[config.mk]
export PLATFORM = sky130hd
export DESIGN_NAME = bmp_row_to_rgb565
export DESIGN_NICKNAME = d
export VERILOG_FILES = /design/src/design/b2r_pkg.sv /design/src/design/b2r_front.sv /design/src/design/b2r_fifo.sv /design/src/design/b2r_back.sv /design/src/design/bmp_row_to_rgb565.sv
export SDC_FILE = /design/constraint.sdc
export NUM_CORES = 1
export LEC_CHECK = 0
export CAP_MARGIN = 20
export CORE_MARGIN = 2
export CORE_UTILIZATION = 55
export CTS_CLUSTER_DIAMETER = 50
export DETAILED_ROUTE_END_ITERATION = 16
export DONT_BUFFER_PORTS = 1
export HOLD_SLACK_MARGIN = 0.06
export MAX_ROUTING_LAYER = met4
export PLACE_DENSITY = 0.72
export SYNTH_ARGS = -nofsm -noshare
export SYNTH_HDL_FRONTEND = slang
export SYNTH_HIERARCHICAL = 1
export SYNTH_SLANG_ARGS = --single-unit
[constraint.sdc]
create_clock -name clk -period 9.2 [get_ports clk]
set_input_delay 1.84 -clock clk [delete_from_list [all_inputs] [get_ports clk]]
set_output_delay 1.84 -clock clk [all_outputs]
set_load 0.05 [all_outputs]
[src/design/b2r_pkg.sv]
// Shared types and constants for the BMP row to RGB565 converter.
package b2r_pkg;

	localparam int WIDTH_W    = 13;
	localparam int DEPTH_W    = 6;
	localparam int CFG_DATA_W = 13;
	localparam int ROW_BYTES_W = 16;

	localparam logic [0:0] REG_WIDTH = 1'b0;
	localparam logic [0:0] REG_DEPTH = 1'b1;

	localparam logic [DEPTH_W-1:0] BPP_MONO  = 6'd1;
	localparam logic [DEPTH_W-1:0] BPP_TRUE  = 6'd24;
	localparam logic [DEPTH_W-1:0] BPP_ALPHA = 6'd32;

	localparam logic [WIDTH_W-1:0] RESET_WIDTH = 13'd320;
	localparam logic [DEPTH_W-1:0] RESET_DEPTH = 6'd24;

	localparam logic [1:0] SLOT_B = 2'd0;
	localparam logic [1:0] SLOT_G = 2'd1;
	localparam logic [1:0] SLOT_R = 2'd2;
	localparam logic [1:0] SLOT_X = 2'd3;

	localparam logic [15:0] WHITE = 16'hFFFF;
	localparam logic [15:0] BLACK = 16'h0000;

	localparam int Q_DEPTH = 4;
	localparam int Q_AW    = 2;

	typedef struct packed {
		logic [7:0] data_byte;
		logic       first_of_image;
	} byte_item_t;

	typedef struct packed {
		logic [15:0] pixel_rgb565;
		logic        row_end;
		logic        last_of_item;
	} pixel_item_t;

	// One queued job: a mono byte to expand, or one finished color pixel.
	typedef struct packed {
		logic        mono;
		logic [15:0] data;
		logic [2:0]  last_idx;
		logic        row_end;
	} job_t;

endpackage

[src/design/b2r_front.sv]
// Front end: takes bytes, tracks row position and turns each mono byte or finished color pixel into a job.
module b2r_front #(
	parameter int MAX_ROW_BYTES = 960
) (
	input  logic                           clk,
	input  logic                           arst_n,
	input  logic                           push,
	input  logic                           full,
	input  b2r_pkg::byte_item_t            byte_item,
	input  logic                           cfg_we,
	input  logic [0:0]                     cfg_idx,
	input  logic [b2r_pkg::CFG_DATA_W-1:0] cfg_wdata,
	output logic                           job_push,
	output b2r_pkg::job_t                  job
);

	localparam int BIR_W  = $clog2(MAX_ROW_BYTES);
	localparam int BIRC_W = $clog2(MAX_ROW_BYTES + 1);

	logic [b2r_pkg::WIDTH_W-1:0] width_q;
	logic [b2r_pkg::DEPTH_W-1:0] bpp_q;
	logic [BIR_W-1:0]            bir_q;
	logic [b2r_pkg::WIDTH_W-1:0] pix_q;
	logic [1:0]                  slot_q;
	logic [15:0]                 held_q;

	logic                              accept;
	logic                              first;
	logic [7:0]                        d;
	logic [BIR_W-1:0]                  bir_e;
	logic [b2r_pkg::WIDTH_W-1:0]       pix_e;
	logic [1:0]                        slot_e;
	logic [15:0]                       held_e;
	logic                              is_mono;
	logic                              is_true;
	logic                              is_alpha;
	logic [17:0]                       prod;
	logic [18:0]                       rb_sum;
	logic [b2r_pkg::ROW_BYTES_W-1:0]   row_bytes;
	logic                              row_ok;
	logic                              in_width;
	logic [b2r_pkg::WIDTH_W-1:0]       remain;
	logic [3:0]                        mono_n;
	logic                              emit;
	logic [BIRC_W-1:0]                 bir_inc;
	logic [BIR_W-1:0]                  bir_n;
	logic [b2r_pkg::WIDTH_W-1:0]       pix_n;
	logic [1:0]                        slot_n;
	logic [15:0]                       held_n;

	assign accept = push && !full;
	assign first  = byte_item.first_of_image;
	assign d      = byte_item.data_byte;

	assign bir_e  = first ? '0 : bir_q;
	assign pix_e  = first ? '0 : pix_q;
	assign slot_e = first ? b2r_pkg::SLOT_B : slot_q;
	assign held_e = first ? '0 : held_q;

	assign is_mono  = (bpp_q == b2r_pkg::BPP_MONO);
	assign is_true  = (bpp_q == b2r_pkg::BPP_TRUE);
	assign is_alpha = (bpp_q == b2r_pkg::BPP_ALPHA);

	// Padded row length: bits per row rounded up to whole 32-bit words.
	always_comb begin
		case (1'b1)
			is_mono:  prod = {5'd0, width_q};
			is_true:  prod = {1'b0, width_q, 4'd0} + {2'd0, width_q, 3'd0};
			default:  prod = {width_q, 5'd0};
		endcase
	end

	assign rb_sum    = {1'b0, prod} + 19'd31;
	assign row_bytes = {rb_sum[18:5], 2'b00};
	assign row_ok    = (is_mono || is_true || is_alpha) && (row_bytes != '0)
		&& (row_bytes <= b2r_pkg::ROW_BYTES_W'(MAX_ROW_BYTES));

	assign in_width = (pix_e < width_q);
	assign remain   = width_q - pix_e;
	assign mono_n   = (remain >= 13'd8) ? 4'd8 : remain[3:0];
	assign bir_inc  = BIRC_W'(bir_e) + BIRC_W'(1);

	always_comb begin
		pix_n  = pix_e;
		slot_n = slot_e;
		held_n = held_e;
		emit   = 1'b0;
		job    = '0;
		if (is_mono) begin
			if (in_width) begin
				emit         = 1'b1;
				pix_n        = pix_e + b2r_pkg::WIDTH_W'(mono_n);
				job.mono     = 1'b1;
				job.data     = {8'd0, d};
				job.last_idx = 3'(mono_n - 4'd1);
				job.row_end  = (remain <= 13'd8);
			end
		end else if (in_width) begin
			case (slot_e)
				b2r_pkg::SLOT_B: begin
					held_n[7:0] = d;
					slot_n      = b2r_pkg::SLOT_G;
				end
				b2r_pkg::SLOT_G: begin
					held_n[15:8] = d;
					slot_n       = b2r_pkg::SLOT_R;
				end
				b2r_pkg::SLOT_R: begin
					emit        = 1'b1;
					pix_n       = pix_e + 13'd1;
					job.data    = {d[7:3], held_e[15:10], held_e[7:3]};
					job.row_end = (remain == 13'd1);
					slot_n      = is_alpha ? b2r_pkg::SLOT_X : b2r_pkg::SLOT_B;
				end
				default: begin
					slot_n = b2r_pkg::SLOT_B;
				end
			endcase
		end else if (slot_e == b2r_pkg::SLOT_X) begin
			slot_n = b2r_pkg::SLOT_B;
		end

		// The last byte of a padded row, or any byte past a shortened row, wraps the row.
		bir_n = bir_inc[BIR_W-1:0];
		if (b2r_pkg::ROW_BYTES_W'(bir_inc) >= row_bytes) begin
			bir_n  = '0;
			pix_n  = '0;
			slot_n = b2r_pkg::SLOT_B;
		end
	end

	assign job_push = accept && row_ok && emit;

	always_ff @(posedge clk or negedge arst_n) begin
		if (!arst_n) begin
			width_q <= b2r_pkg::RESET_WIDTH;
			bpp_q   <= b2r_pkg::RESET_DEPTH;
		end else if (cfg_we) begin
			case (cfg_idx)
				b2r_pkg::REG_WIDTH: width_q <= cfg_wdata[b2r_pkg::WIDTH_W-1:0];
				b2r_pkg::REG_DEPTH: bpp_q   <= cfg_wdata[b2r_pkg::DEPTH_W-1:0];
				default: ;
			endcase
		end
	end

	always_ff @(posedge clk or negedge arst_n) begin
		if (!arst_n) begin
			bir_q  <= '0;
			pix_q  <= '0;
			slot_q <= b2r_pkg::SLOT_B;
			held_q <= '0;
		end else if (accept) begin
			if (row_ok) begin
				bir_q  <= bir_n;
				pix_q  <= pix_n;
				slot_q <= slot_n;
				held_q <= held_n;
			end else if (first) begin
				bir_q  <= '0;
				pix_q  <= '0;
				slot_q <= b2r_pkg::SLOT_B;
				held_q <= '0;
			end
		end
	end

	a_bir_in_row: assert property (@(posedge clk) disable iff (!arst_n)
		BIRC_W'(bir_q) < BIRC_W'(MAX_ROW_BYTES))
		else $error("byte position left the row buffer range");

endmodule

[src/design/b2r_fifo.sv]
// Short job queue between the front end and the pixel sequencer.
module b2r_fifo (
	input  logic          clk,
	input  logic          arst_n,
	input  logic          wr,
	input  b2r_pkg::job_t wr_job,
	output logic          full,
	input  logic          rd,
	output b2r_pkg::job_t rd_job,
	output logic          empty
);

	b2r_pkg::job_t               mem_q [b2r_pkg::Q_DEPTH];
	logic [b2r_pkg::Q_AW-1:0]    wr_ptr_q;
	logic [b2r_pkg::Q_AW-1:0]    rd_ptr_q;
	logic [b2r_pkg::Q_AW:0]      cnt_q;

	assign full   = (cnt_q == (b2r_pkg::Q_AW + 1)'(b2r_pkg::Q_DEPTH));
	assign empty  = (cnt_q == '0);
	assign rd_job = mem_q[rd_ptr_q];

	always_ff @(posedge clk) begin
		if (wr && !full) begin
			mem_q[wr_ptr_q] <= wr_job;
		end
	end

	always_ff @(posedge clk or negedge arst_n) begin
		if (!arst_n) begin
			wr_ptr_q <= '0;
			rd_ptr_q <= '0;
			cnt_q    <= '0;
		end else begin
			if (wr && !full) begin
				wr_ptr_q <= wr_ptr_q + b2r_pkg::Q_AW'(1);
			end
			if (rd && !empty) begin
				rd_ptr_q <= rd_ptr_q + b2r_pkg::Q_AW'(1);
			end
			case ({wr && !full, rd && !empty})
				2'b10:   cnt_q <= cnt_q + (b2r_pkg::Q_AW + 1)'(1);
				2'b01:   cnt_q <= cnt_q - (b2r_pkg::Q_AW + 1)'(1);
				default: cnt_q <= cnt_q;
			endcase
		end
	end

	a_cnt_bound: assert property (@(posedge clk) disable iff (!arst_n)
		cnt_q <= (b2r_pkg::Q_AW + 1)'(b2r_pkg::Q_DEPTH))
		else $error("job queue count beyond depth");

	a_no_write_full: assert property (@(posedge clk) disable iff (!arst_n)
		full |-> !wr)
		else $error("job written while queue full");

endmodule

[src/design/b2r_back.sv]
// Pixel sequencer: expands each job into pixels, one transfer per cycle while pop is high.
module b2r_back (
	input  logic                 clk,
	input  logic                 arst_n,
	input  b2r_pkg::job_t        q_job,
	input  logic                 q_empty,
	output logic                 q_rd,
	input  logic                 pop,
	output logic                 empty,
	output b2r_pkg::pixel_item_t pixel_item
);

	b2r_pkg::job_t cur_q;
	logic          cur_valid_q;
	logic [2:0]    k_q;

	logic at_last;
	logic finishing;
	logic load;

	assign at_last   = (k_q == cur_q.last_idx);
	assign finishing = pop && cur_valid_q && at_last;
	assign load      = !q_empty && (!cur_valid_q || finishing);
	assign q_rd      = load;
	assign empty     = !cur_valid_q;

	// Mono bytes go out most significant bit first.
	always_comb begin
		if (cur_q.mono) begin
			pixel_item.pixel_rgb565 = cur_q.data[{1'b0, ~k_q}] ? b2r_pkg::WHITE
				: b2r_pkg::BLACK;
		end else begin
			pixel_item.pixel_rgb565 = cur_q.data;
		end
		pixel_item.row_end      = cur_q.row_end && at_last;
		pixel_item.last_of_item = at_last;
	end

	always_ff @(posedge clk) begin
		if (load) begin
			cur_q <= q_job;
		end
	end

	always_ff @(posedge clk or negedge arst_n) begin
		if (!arst_n) begin
			cur_valid_q <= 1'b0;
			k_q         <= '0;
		end else if (load) begin
			cur_valid_q <= 1'b1;
			k_q         <= '0;
		end else if (finishing) begin
			cur_valid_q <= 1'b0;
			k_q         <= '0;
		end else if (pop && cur_valid_q) begin
			k_q <= k_q + 3'd1;
		end
	end

	a_k_bound: assert property (@(posedge clk) disable iff (!arst_n)
		cur_valid_q |-> (k_q <= cur_q.last_idx))
		else $error("pixel index ran past its job");

endmodule

[src/design/bmp_row_to_rgb565.sv]
// Top level of the BMP row to RGB565 converter: front end, job queue and pixel sequencer.
// An accepted byte's job is written into the job queue, then loaded into the sequencer, which shows its first pixel.
// Input throughput: one byte per cycle while the four-entry job queue has room.
// Output throughput: one pixel per cycle from the sequencer while pop is high; a mono byte expands to up to 8 pixels.
// Color bytes make one pixel per three or four bytes and never limit the output side.
// Reset clears row position, the held color bytes and the queue; width 320, depth 24.
module bmp_row_to_rgb565 #(
	parameter int MAX_ROW_BYTES = 960
) (
	input  logic                           clk,
	input  logic                           arst_n,
	input  logic                           push,
	output logic                           full,
	input  b2r_pkg::byte_item_t            byte_item,
	output logic                           empty,
	input  logic                           pop,
	output b2r_pkg::pixel_item_t           pixel_item,
	input  logic                           cfg_we,
	input  logic [0:0]                     cfg_idx,
	input  logic [b2r_pkg::CFG_DATA_W-1:0] cfg_wdata
);

	logic          job_push;
	b2r_pkg::job_t job;
	b2r_pkg::job_t q_job;
	logic          q_empty;
	logic          q_rd;

	b2r_front #(
		.MAX_ROW_BYTES(MAX_ROW_BYTES)
	) u_front (
		.clk      (clk),
		.arst_n   (arst_n),
		.push     (push),
		.full     (full),
		.byte_item(byte_item),
		.cfg_we   (cfg_we),
		.cfg_idx  (cfg_idx),
		.cfg_wdata(cfg_wdata),
		.job_push (job_push),
		.job      (job)
	);

	b2r_fifo u_fifo (
		.clk   (clk),
		.arst_n(arst_n),
		.wr    (job_push),
		.wr_job(job),
		.full  (full),
		.rd    (q_rd),
		.rd_job(q_job),
		.empty (q_empty)
	);

	b2r_back u_back (
		.clk       (clk),
		.arst_n    (arst_n),
		.q_job     (q_job),
		.q_empty   (q_empty),
		.q_rd      (q_rd),
		.pop       (pop),
		.empty     (empty),
		.pixel_item(pixel_item)
	);

endmodule
# ---- Yosys cells after proc, flatten, opt, wreduce, memory -nomap -nowiden
# Memories as Yosys holds them, arrays and structs flattened. A register that Yosys moved wholly into a read port is not among the register bits.
# Cells that the tools add are included.
dict set report word_totals {
  n_memories 1
  in_bits 28
  ram_bits 84
  elab_cells 120
  regBits 71
  out_inout_bits 20
}
dict set report classes {
  magnitude_cmp 6
  bitwise 2
  eq_ne 11
  n_addsub 12
  muxes 52
  n_reduce_logical 25
}
# memory words width read_ports rd_ports_with_merged_regs wr line
set memory_table {}
lappend memory_table {u_fifo.mem_q 4 21 1 1 1 b2r_fifo.sv:13} ;# b2r_pkg::job_t mem_q [b2r_pkg::Q_DEPTH];
# op n
set op_table {}
lappend op_table {{16-bit two-way mux} 9}
lappend op_table {{13-bit two-way mux} 7}
lappend op_table {{18-bit two-way mux} 2}
lappend op_table {{10-bit two-way mux} 3}
lappend op_table {{21-bit two-way mux} 1}
lappend op_table {{18-bit by 5-bit adder with 19-bit output, second input constant} 1}
lappend op_table {{17-bit by 16-bit adder with 18-bit output} 1}
lappend op_table {{10-bit by 16-bit >= comparator with 1-bit output} 1}
lappend op_table {{16-bit by 10-bit <= comparator with 1-bit output, second input constant} 1}
lappend op_table {{8-bit two-way mux} 2}
lappend op_table {{16-bit nonzero test} 1}
lappend op_table {{2-bit two-way mux} 7}
lappend op_table {{13-bit by 1-bit adder with 13-bit output, second input constant} 1}
lappend op_table {{13-bit by 4-bit adder with 13-bit output} 1}
lappend op_table {{13-bit by 1-bit == test with 1-bit output, second input constant} 1}
lappend op_table {{13-bit by 4-bit >= comparator with 1-bit output, second input constant} 1}
lappend op_table {{13-bit by 4-bit <= comparator with 1-bit output, second input constant} 1}
lappend op_table {{13-bit less-than comparator} 1}
lappend op_table {{1-bit two-way mux} 13}
lappend op_table {{13-bit subtractor} 1}
lappend op_table {{3-bit two-way mux} 4}
lappend op_table {{1-bit logical AND} 11}
lappend op_table {{10-bit by 1-bit adder with 10-bit output, second input constant} 1}
lappend op_table {{3-bit by 1-bit adder with 3-bit output, second input constant} 2}
lappend op_table {{other kinds (23)} 34}

# ---- Depth between registers and ports, before layout
# Gate-level depths: netlist of the first run.
dict set report logic_depth {
  ltp_word 12
  ltp_mapped 23
  ltp_nobuf 20
}

# ---- By module
# Netlist of the first run, hierarchy kept.
# module seq_area_each_um2 n_inst cells_each area_per_inst_um2
set by_module_without_submodules {}
lappend by_module_without_submodules {b2r_front 1381.3 1 631 5277.6}
lappend by_module_without_submodules {b2r_fifo 2697.6 1 147 3493.4}
lappend by_module_without_submodules {b2r_back 730.7 1 90 1127.3}

# ---- Worst setup path after synthesis of the first run
# Ideal clock, no wire load.
dict set report synth_timing {
  kind {input -> register}
  start {input port byte_item[0] in the netlist's numbering}
  end {register u_front/pix_q[12] in the netlist's numbering}
  setup_time_ns 0.121
  required_time_ns 9.079
  path_buffers 3
  path_slack_ns 2.888
  cell_stages 22
  t_arrival_ns 6.191
  cell_sequence {clkbuf_1 clkbuf_1 clkbuf_1 nand2b_1 ha_1 a21oi_1 o21ai_0 or3_1 a221o_1 nor4_2 nand4b_1 nor2_1 inv_1 fa_1 inv_1 a21o_1 a21oi_1 o22ai_1 and3_1 and3_4 a21boi_0 o22a_1}
}
dict set report synth_between {
  elab_chain_cells 9
  elab_cells_between_ends 18
  classes_between {add/sub (4); order compare (3); eq/ne (1); mux (10)}
}
# item line
set synth_lines {}
lappend synth_lines {{from (decl)} bmp_row_to_rgb565.sv:14} ;# input b2r_pkg::byte_item_t byte_item,
lappend synth_lines {{13-bit two-way mux} b2r_front.sv:56} ;# assign pix_e = first ? '0 : pix_q;
lappend synth_lines {{13-bit subtractor} b2r_front.sv:79} ;# assign remain = width_q - pix_e;
lappend synth_lines {{13-bit by 4-bit >= comparator with 1-bit output} b2r_front.sv:80} ;# assign mono_n = (remain >= 13'd8) ? 4'd8 : remain[3:0];
lappend synth_lines {{4-bit two-way mux} b2r_front.sv:80}
lappend synth_lines {{13-bit by 4-bit adder with 13-bit output} b2r_front.sv:92} ;# pix_n = pix_e + b2r_pkg::WIDTH_W'(mono_n);
lappend synth_lines {{13-bit two-way mux} b2r_front.sv:90} ;# if (in_width) begin
lappend synth_lines {{13-bit two-way mux} b2r_front.sv:89} ;# if (is_mono) begin
lappend synth_lines {{13-bit two-way mux} b2r_front.sv:125} ;# if (b2r_pkg::ROW_BYTES_W'(bir_inc) >= row_bytes) begin
lappend synth_lines {{13-bit two-way mux *} b2r_front.sv:154} ;# if (row_ok) begin
lappend synth_lines {{to (signal assigned)} b2r_front.sv:156} ;# pix_q <= pix_n;
lappend synth_lines {{to (decl)} b2r_front.sv:23} ;# logic [b2r_pkg::WIDTH_W-1:0] pix_q;
# Mark *: on every way between the ends. The rest lies on a longest branch, timed or not.
# A chain may end at the register's enable or synchronous reset.

# ---- Worst setup path after layout of the first run
# Same ends and word-level chain as after synthesis.

==> summary.md, run 1 <==
| Metric | Value |
|---|---|
| Outcome | `finished clean` |
| Post-synthesis net count | `around 950` |
| Die Y | `138 um` |
| Number of synthesized register bits | `171` |
| Final WS setup | `approximately 3200 ps` |
| Power Dens Cells | `between 200 and 250 nW/um^2` |
| Fin. max-slew vios | `0` |
| Peak supply drop | `~0.22 mV` |
| Root buf cell | `clkbuf_16` |
| Synthesized instance count | `868` |
| Worst setup path class | `input pin to register` |
| Worst skew pair latency | `440 ps` |
| First-pass GRT wire length | `~35000 um` |
| Hold endpoint | `u_front/held_q[14]` |
| IO Port Bufs | `0` |
| Initial antenna violation count | `0` |
| Largest net degree at the start of global routing | `67` |
| Vias | `6799` |
| Synthesis-to-finish area growth | `7.91%` |
| Worst hold start | `u_front/held_q[14]` |
| Worst slew margin relative to its limit | `0.273` |
| # DRC | `0` |
| Clock Path Buffers | `2` |
| Yosys top cell area share | `0.319` |
| CP arrival | `approximately 6300 ps` |
| Min-Delay Path Class | `register to register` |
| Tmin final | `between 6000 and 7000 ps` |
| Endpoints failing hold | `0` |
| Critical Path End Type | `register` |
| Crit Reg-Reg Startpoint | `u_front/bpp_q[1]` |
| Drt total wl | `21300 um` |
| Core area | `around 18000 um^2` |
| Initial drt markers | `about 480` |
| Syn_area_per_cell | `around 11 um^2` |
| Final instance area | `10700 um^2` |
| GPL Wtd Cong | `0.963` |
| Setup TNS | `0 ps` |
| Max H-tree Level | `4` |
| Synth area leader | `edfxtp_1` |
| Leakage | `4.07 nW` |
| TritonCTS clock tree | `done` |
| GRT Resource Usage Total | `0.236` |
| Row cnt | `49` |
| RSZ-0062 raised after global routing | `no` |
| Die X | `~140 um` |
| RR Endpoint | `u_front/pix_q[9]` |
| Drt pass-1 iters | `5` |
| Total grt overflow | `0` |
| Hold Path Cell Cnt | `1` |
| Placed cell area | `10000 um^2` |
| Top post-synthesis cells by area | `edfxtp_1 (32%), dfrtp_1 (16%), ha_1 (6.2%)` |
| Synth Flop Type | `edfxtp_1` |
| Final Util | `0.601` |
| CTS resizes | `0` |
| Synth cell count leaders | `edfxtp_1 (105), dfrtp_1 (62), o21ai_0 (59)` |
| N_diodes | `0` |
| Initial Utilization | `0.557` |
| Avg WL per Cell | `19.3 um` |
| Reg-to-reg slack, setup | `roughly 3900 ps` |
| Share of post-route cells with drive strength above 1 | `0.127` |
| Number of global-route vias before repair | `6523` |
| Critical path launch point type | `input pin` |
| Hold Buf Count CTS | `0` |
| I/O pin count | `48` |
| Via-to-Cell Ratio | `6.16` |
| Final period util | `0.652` |
| Number of flops mapped to enable cells by yosys | `between 100 and 150` |
| Total of max-cap violations | `0` |
| Seq/Total Area, Yosys | `0.486` |
| Final setup fails | `0` |
| Ys Warns | `6` |
| DP Wirelength | `15100 um` |
| Setup WS pre-CTS | `2810 ps` |
| Setup Skew | `17.4 ps` |
| Worst-Margin Slew | `approximately 1100 ps` |
| CP required | `9510 ps` |
| Worst-path maximum fanout | `39` |
| ANT nets after route | `0` |
| Clock Pin Slew Worst Setup and Hold Paths | `60 ps` |
| F_max | `0.167 GHz` |
| Fraction of registers with async set/reset | `0.386` |
| Final net count | `942` |
| Post-CTS setup buffers | `0` |
| # clock sinks | `171` |
| Cell Area, Synth | `9900 um^2` |
| Total chip power | `roughly 0.0024 W` |
| Yosys cell types | `91` |
| Most frequent cell after synthesis | `edfxtp_1` |
| Total CTS buffers | `17` |
| R2R cell count | `15` |
| Die area | `about 19000 um^2` |
==> cells in the final DEF (no fill, tap or decap), types with 5 or more instances in the layout <==
cell type and count:
a211oi_1 8, a21o_1 9, a21oi_1 44, a22o_1 25
and2_1 17, and3_1 8, buf_4 10, clkbuf_16 17
dfrtp_1 62, edfxtp_1 105, ha_1 49, inv_1 52
inv_6 5, mux2_2 15, mux4_2 19, nand2_1 55
nand2b_1 18, nand3_1 21, nand4_1 10, nor2_1 49
nor2b_1 12, nor3_1 16, nor4_1 5, o211ai_1 5
o21a_1 5, o21ai_0 44, o21ai_1 18, o22ai_1 8
o2bb2ai_1 5, o31ai_1 5, or3_1 5, xnor2_1 13
xor2_1 20
==> per-stage QoR <==
step                hold slack, ps  cells
CTS                            504   1102
global placement               481   1070
detailed placement             484   1070
global route                   514   1103
floorplan                      462    868
finish                         497   1103
==> metal layers <==
layer  part of all wire  global-route usage  up-vias  routed length [um]
met5                  0                   -        -                   0
met4              0.027              0.0956        0                 576
met3              0.044              0.0419       37                 938
met2               0.49               0.373      194               10400
met1               0.44               0.306     3298                9430
li1                   -                   -     3270                   -
==> layout make-up <==
type,instances,area [um^2]
clock inverter,15,199
sequential,171,4810
clock buffer,17,425
inverter,53,199
timing repair buffer,11,103
tap,229,287
fill,1416,7100
multi-input combinational,607,4660
==> flip-flops by register name, indices dropped and copies added (netlist names) <==
register,count
u_front/bpp_q,6
u_back/cur_q,21
u_front/bir_q,10
u_front/width_q,13
u_fifo/mem_q,84
u_front/slot_q,2
u_front/pix_q,13
u_fifo/cnt_q,3
u_fifo/wr_ptr_q,2
u_front/held_q,11
u_fifo/rd_ptr_q,2
u_back/k_q,3
u_back/cur_valid_q,1
==> power breakdown <==
group / internal [W] / switching [W]
logic: 0.000270 / 0.000461
registers: 0.000881 / 0.0000824
clock network: 0.000415 / 0.000337
total: 0.00157 / 0.000881
==> worst max-delay path: stages <==
cell,delay [ps]
nor2b_1,370
ha_1,290
fa_1,240
nand3b_1,150
a21oi_1,100
or3_1,320
a221o_1,330
nor4_2,290
nand4b_1,350
nor2_1,300
nand2_1,100
fa_1,420
inv_1,70
a21o_1,110
a21oi_1,60
o22ai_1,140
and3_1,300
and3_4,250
a21boi_0,90
o22a_1,170
==> cells by family after synthesis <==
logic type	Yosys count	synth area share
compound gates	230	0.161
xor+xnor	33	0.0292
fa+ha+maj	53	0.0700
buf+inv	90	0.0437
flops	171	0.486
mux	42	0.0738
simple gates	249	0.136
==> how the worst max path moves through the flow <==
| stage | start | to | cells after the start |
|---|---|---|---|
| global route | byte_item[0] | u_front/pix_q[12] | 20 |
| global placement | byte_item[0] | u_front/pix_q[12] | 20 |
| floorplan | byte_item[0] | u_front/pix_q[12] | 22 |
| finish | byte_item[0] | u_front/pix_q[12] | 20 |
| detailed placement | byte_item[0] | u_front/pix_q[12] | 20 |
| CTS | byte_item[0] | u_front/pix_q[12] | 20 |
Power figures use the tool's default switching activity.
==> run 2, diff against run 1 <==
- PLACE_DENSITY: 0.72 -> 0.75
- clock period: 9.2 -> 4.86 ns (I/O delays scaled with it)
==> run 2 against run 1 <==
Combinational power increased by 99%; non-clock buffer count up 33; clock power up 86%; global-route usage rose by 1.3 points; critical path depth down 5.
==> summary.md, run 2 (synthesis gave the netlist of run 1 again) <==
| Metric | Value |
|---|---|
| IO Port Bufs | `0` |
| Leakage | `4.25 nW` |
| Final WS setup | `approximately 320 ps` |
| Setup Skew | `10.6 ps` |
| Worst setup path class | `register to register` |
| Critical path launch point type | `register` |
| # DRC | `0` |
| Initial drt markers | `521` |
| Die Y | `138 um` |
| Initial antenna violation count | `0` |
| Total CTS buffers | `17` |
| Critical path's slowest cell | `or4_4` |
| Drt pass-1 iters | `5` |
| First-pass GRT wire length | `36800 um` |
| Root buf cell | `clkbuf_16` |
| GRT Resource Usage Total | `0.250` |
| Critical Path End Type | `register` |
| Outcome | `finished clean` |
| Final hold slack | `223 ps` |
| N_diodes | `0` |
| Min-Delay Path Class | `input pin to asynchronous set/reset pin` |
| Critical Path Most Common Cell | `nand2_1` |
| Hold Buf Count CTS | `0` |
| Fin. max-slew vios | `0` |
| Drt total wl | `22100 um` |
| ANT nets after route | `0` |
| CP required | `5230 ps` |
| Largest net degree at the start of global routing | `67` |
| Total of max-cap violations | `0` |
| Final period util | `0.935` |
| Setup WS pre-CTS | `9.82 ps` |
| Number of global-route vias before repair | `7056` |
| Top flop regs | `u_fifo/mem_q: 84 flops, u_back/cur_q: 21 flops` |
| Final setup fails | `0` |
| Tmin final | `4540 ps` |
| Vias | `around 7000` |
| Die area | `19100 um^2` |
| Power Dens Cells | `roughly 420 nW/um^2` |
| Worst-path maximum fanout | `6` |
| CP arrival | `4920 ps` |
| I/O pin count | `48` |
| Clock Path Buffers | `2` |
| Share of post-route cells with drive strength above 1 | `0.170` |
| Initial Utilization | `0.557` |
| Max H-tree Level | `4` |
| Worst skew pair latency | `440 ps` |
| Final net count | `about 980` |
| Total grt overflow | `0` |
| Via-to-Cell Ratio | `6.12` |
| # clock sinks | `171` |
| Die X | `138 um` |
| Commonest non-fill, non-tap cell in the layout | `edfxtp_1` |
| F_max | `0.220 GHz` |
| DP Wirelength | `15700 um` |
| Slowest stage delay, CP | `580 ps` |
| Highest-count cells in the layout ignoring fill and taps | `edfxtp_1 (105), dfrtp_1 (62), nand2_1 (55)` |
| Crit-path cells | `or4_4 -> or2_1 -> a31oi_1 -> nand3_1 -> nor3_2 -> nand2_1 -> xnor2_1 -> ha_1 -> a2111oi_1 -> o21ai_0 -> a31o_2 -> a21o_1 -> a221o_1 -> or3b_2 -> nand2_1` |
| Final instance area | `11000 um^2` |
| Setup TNS | `0 ps` |
| Clock Pin Slew Worst Setup and Hold Paths | `80 ps` |
| TritonCTS clock tree | `done` |
| Endpoints failing hold | `0` |
| Peak supply drop | `0.431 mV` |
| Row cnt | `49` |
| Worst-Margin Slew | `989 ps` |
| Synthesis-to-finish area growth | `11.4%` |
| GPL Wtd Cong | `0.938` |
| Placed cell area | `10400 um^2` |
| RSZ-0062 raised after global routing | `no` |
| Core area | `17800 um^2` |
| Worst slew margin relative to its limit | `0.336` |
| Reg with most FFs | `u_fifo/mem_q` |
| Avg WL per Cell | `between 15 and 20 um` |
| Largest register FFs | `84` |
## run 2: cell count changes in the layout (fill, tap and decap cells not counted), moves of 2 or more
cell / previous run / this run
clkinv_8: 3 / 7
a21oi_1: 44 / 42
inv_6: 5 / 1
o21ai_1: 18 / 16
inv_12: 0 / 3
a21oi_2: 1 / 3
buf_4: 10 / 40
clkinvlp_4: 2 / 0
bufinv_16: 2 / 0
buf_12: 0 / 4
## run 2: through the flow
stage	total power, W	utilization	instances
finish	0.00468	0.620	1136
global route	0.00492	0.620	1136
CTS	0.00471	0.619	1136
detailed placement	0.00330	0.583	1104
global placement	0.00327	0.583	1104
floorplan	0.00306	-	868
## run 2: path summary, 6_finish.rpt
check                                    from                  to  slack, ps  cells past startpoint
min reg2reg                u_front/held_q[15]  u_front/held_q[15]        510                      1
min                                    arst_n  u_front/width_q[0]        220                      0
max reg2reg                  u_front/bpp_q[1]    u_front/pix_q[1]        320                     15
max                          u_front/bpp_q[1]    u_front/pix_q[1]        320                     15
max in group asynchronous              arst_n  u_front/width_q[8]       4460                      0
min in group clk           u_front/held_q[15]  u_front/held_q[15]        510                      1
## run 2: repair_timing
action	CTS	global route
buffers inserted	0	0
gates resized for setup	0	5
endpoints found under the setup margin	0	18
## run 2: cell type report
type / count / area (um^2)
clock buffer: 17 / 425
clock inverter: 15 / 211
fill: 1406 / 6760
inverter: 53 / 199
multi-input combinational: 607 / 4710
sequential: 171 / 4810
tap: 229 / 287
timing repair buffer: 44 / 380
## run 2: critical path, delay by kind of cell, from the launching register on
| kind | cells | cell delay, ps |
|---|---|---|
| simple gates | 7 | 2000 |
| compound gates | 6 | 1690 |
| flops | 1 | 410 |
| fa+ha+maj | 1 | 220 |
| xor+xnor | 1 | 160 |
## run 2: where the power goes
part	switching (W)	total [W]	internal, W
clock network	0.000689	0.00140	0.000714
registers	0.000154	0.00182	0.00167
logic	0.000907	0.00146	0.000550
## run 2: metal layers
layer  vias up  share of wire  global-route usage
met2       159           0.51               0.419
met5         -              0                   -
met4         0          0.025              0.0881
li1       3346              -                   -
met3        36          0.037              0.0402
met1      3416           0.43               0.309
==> run 3, diff against run 2 <==
- SYNTH_HIERARCHICAL: 1 -> unset
- clock period: 4.86 -> 3.93 ns (I/O delays scaled with it)
==> run 3 against run 2 <==
The run now ends with setup timing left; synthesized cell count shrank 2.5%; global-route usage grew 3.6 points; first-iteration DRC count grew 7.5%; fmax grew 6.0%; register-to-register slack lost 670 ps; die area shrank 2.3%; clock power grew 17%.
==> summary.md, run 3 <==
| Metric | Value |
|---|---|
| I/O pin count | `48` |
| Endpoints failing hold | `0` |
| Seq/Total Area, Yosys | `0.498` |
| Synth area leader | `edfxtp_1` |
| N_diodes | `0` |
| Avg WL per Cell | `approximately 21 um` |
| Total grt overflow | `0` |
| Largest net degree at the start of global routing | `63` |
| Worst-Margin Slew | `around 1000 ps` |
| Die X | `~140 um` |
| Number of global-route vias before repair | `7527` |
| Initial Utilization | `0.561` |
| Tmin final | `4290 ps` |
| DP Wirelength | `17400 um` |
| Worst setup path class | `register to register` |
| Final net count | `1057` |
| Synth cell count leaders | `edfxtp_1 (105), dfrtp_1 (62), o21ai_0 (55)` |
| Worst-path maximum fanout | `4` |
| Drt total wl | `25700 um` |
| Highest-count cells in the layout ignoring fill and taps | `buf_4 (125), edfxtp_1 (105), dfrtp_1 (59)` |
| Total chip power | `between 0.006 and 0.007 W` |
| IO Port Bufs | `0` |
| GRT Resource Usage Total | `0.286` |
| F_max | `0.233 GHz` |
| Reg with most FFs | `u_fifo.mem_q` |
| Setup WS pre-CTS | `-808 ps` |
| Core area | `approximately 17000 um^2` |
| Setup TNS | `-2200 ps` |
| Number of flops mapped to enable cells by yosys | `roughly 110` |
| Outcome | `finished with violations` |
| Number of synthesized register bits | `~170` |
| Clock Path Buffers | `2` |
| # DRC | `0` |
| Final Util | `0.704` |
| Fraction of registers with async set/reset | `0.386` |
| First-pass GRT wire length | `approximately 40000 um` |
| GPL Wtd Cong | `0.972` |
| Initial antenna violation count | `0` |
| Placed Cells | `1157` |
| ANT nets after route | `0` |
| Largest register FFs | `84` |
| Post-synthesis net count | `925` |
| Final period util | `1.09` |
| Max H-tree Level | `4` |
| Power Dens Cells | `approximately 500 nW/um^2` |
| Root buf cell | `clkbuf_16` |
| Failing checks | `setup timing` |
| Row cnt | `48` |
| Synthesis-to-finish area growth | `25.6%` |
| Setup Skew | `8.73 ps` |
| Critical Path End Type | `register` |
| Die area | `18600 um^2` |
| Fin. max-slew vios | `0` |
| Drt pass-1 iters | `5` |
| Synthesized instance count | `846` |
| Die Y | `137 um` |
| Worst skew pair latency | `440 ps` |
| Vias | `7531` |
| Via-to-Cell Ratio | `6.19` |
| Yosys cell types | `78` |
| Initial drt markers | `560` |
| TritonCTS clock tree | `done` |
| Top flop regs | `u_fifo.mem_q: 84 flops, u_back.cur_q: 21 flops` |
| Yosys top cell area share | `0.326` |
| Final WS setup | `-355 ps` |
| Clock Pin Slew Worst Setup and Hold Paths | `about 70 ps` |
| Cell Area, Synth | `9660 um^2` |
| Critical path launch point type | `register` |
| CP required | `roughly 4300 ps` |
| Total CTS buffers | `17` |
| Total of max-cap violations | `0` |
| Reg-to-reg slack, setup | `-360 ps` |
| Final setup fails | `11` |
| Ys Warns | `0` |
| Syn_area_per_cell | `11.4 um^2` |
| Share of post-route cells with drive strength above 1 | `0.318` |
| Leakage | `4.69 nW` |
| Top post-synthesis cells by area | `edfxtp_1 (33%), dfrtp_1 (16%), ha_1 (6.1%)` |
| CP arrival | `approximately 4700 ps` |
| RSZ-0062 raised after global routing | `yes` |
| Commonest non-fill, non-tap cell in the layout | `buf_4` |
| Min-Delay Path Class | `input pin to asynchronous set/reset pin` |
| Cell Count, Final, Fillers Out | `1216` |
| Peak supply drop | `0.428 mV` |
| Most frequent cell after synthesis | `edfxtp_1` |
| Synth Flop Type | `edfxtp_1` |
| Worst slew margin relative to its limit | `0.323` |
| # clock sinks | `171` |
[run 3: cell types whose count changed after synthesis, sizes merged, moves of 5 or more]
cell,before,now
o21ai,63,58
xor2,20,15
o22ai,8,2
a22o,25,30
clkbuf,22,16
inv,52,46
o21bai,1,7
xnor2,13,21
[run 3: path summary, 6_finish.rpt]
| kind | start | to | cells after the start |
|---|---|---|---|
| max | u_front.pix_q[0] | u_front.pix_q[6] | 20 |
| min | arst_n | u_fifo.rd_ptr_q[0] | 1 |
| max reg2reg | u_front.pix_q[0] | u_front.pix_q[6] | 20 |
| min reg2reg | u_front.pix_q[12] | u_front.pix_q[12] | 1 |
| min in group clk | cfg_wdata[11] | u_front.width_q[11] | 2 |
| max in group asynchronous | arst_n | u_fifo.wr_ptr_q[1] | 1 |
[run 3: layout make-up]
cell class,instances,area (um^2)
timing repair buffer,140,1200
clock inverter,15,158
tap,225,282
fill,1223,5100
multi-input combinational,602,5080
sequential,171,4810
inverter,46,178
clock buffer,17,425
[run 3: per-stage QoR]
stage	hold WS, ps	instance area (um^2)
5_1_grt	164	12100
3_3_place_gp	474	10900
2_1_floorplan	452	9840
6_report	177	12100
4_1_cts	169	11800
3_5_place_dp	486	10900
[run 3: logic make-up after synthesis]
kind of cell	synth area share
buffers and inverters	0.0294
multiplexers	0.0779
adder cells (fa/ha/maj)	0.0691
AO/OA/AOI/OAI	0.157
AND/OR/NAND/NOR	0.136
XOR/XNOR	0.0326
flip-flops	0.498
[run 3: power breakdown]
group / switching (W) / leakage (nW) / internal (W)
Combinational: 0.00125 / 2.68 / 0.000873
Clock: 0.000792 / 0.279 / 0.000846
Sequential: 0.000180 / 1.73 / 0.00207
Total: 0.00222 / 4.69 / 0.00379
[run 3: metal layers]
layer | vias up | part of all wire | global-route usage
li1 | 3484 | - | -
met1 | 3778 | 0.41 | 0.336
met2 | 227 | 0.53 | 0.496
met3 | 42 | 0.038 | 0.0452
met4 | 0 | 0.024 | 0.104
met5 | - | 0 | -
[run 3: critical path, stage by stage, from the launching register on]
cell       delay (ps)
dfrtp_1           410
nand2b_4           90
inv_4              40
ha_4              160
fa_2              350
nand2b_4          180
a21oi_4           140
xnor2_2           130
o2111ai_2         160
a2111oi_4         330
nand4_1           230
or3_1             440
inv_2             120
fa_2              230
a21oi_2            60
nor2b_1           150
o21ai_1           110
a21oi_2           160
nand4_1           110
or4b_1            480
mux2i_1           140
[run 3: timing repair]
item                                    CTS  global route
hold buffers                              1             0
hold endpoints to repair                 62             0
cloned                                    1             3
setup buffers                            12            11
resized for setup                        46            44
pin swaps                                37            26
endpoints found under the setup margin   98            95
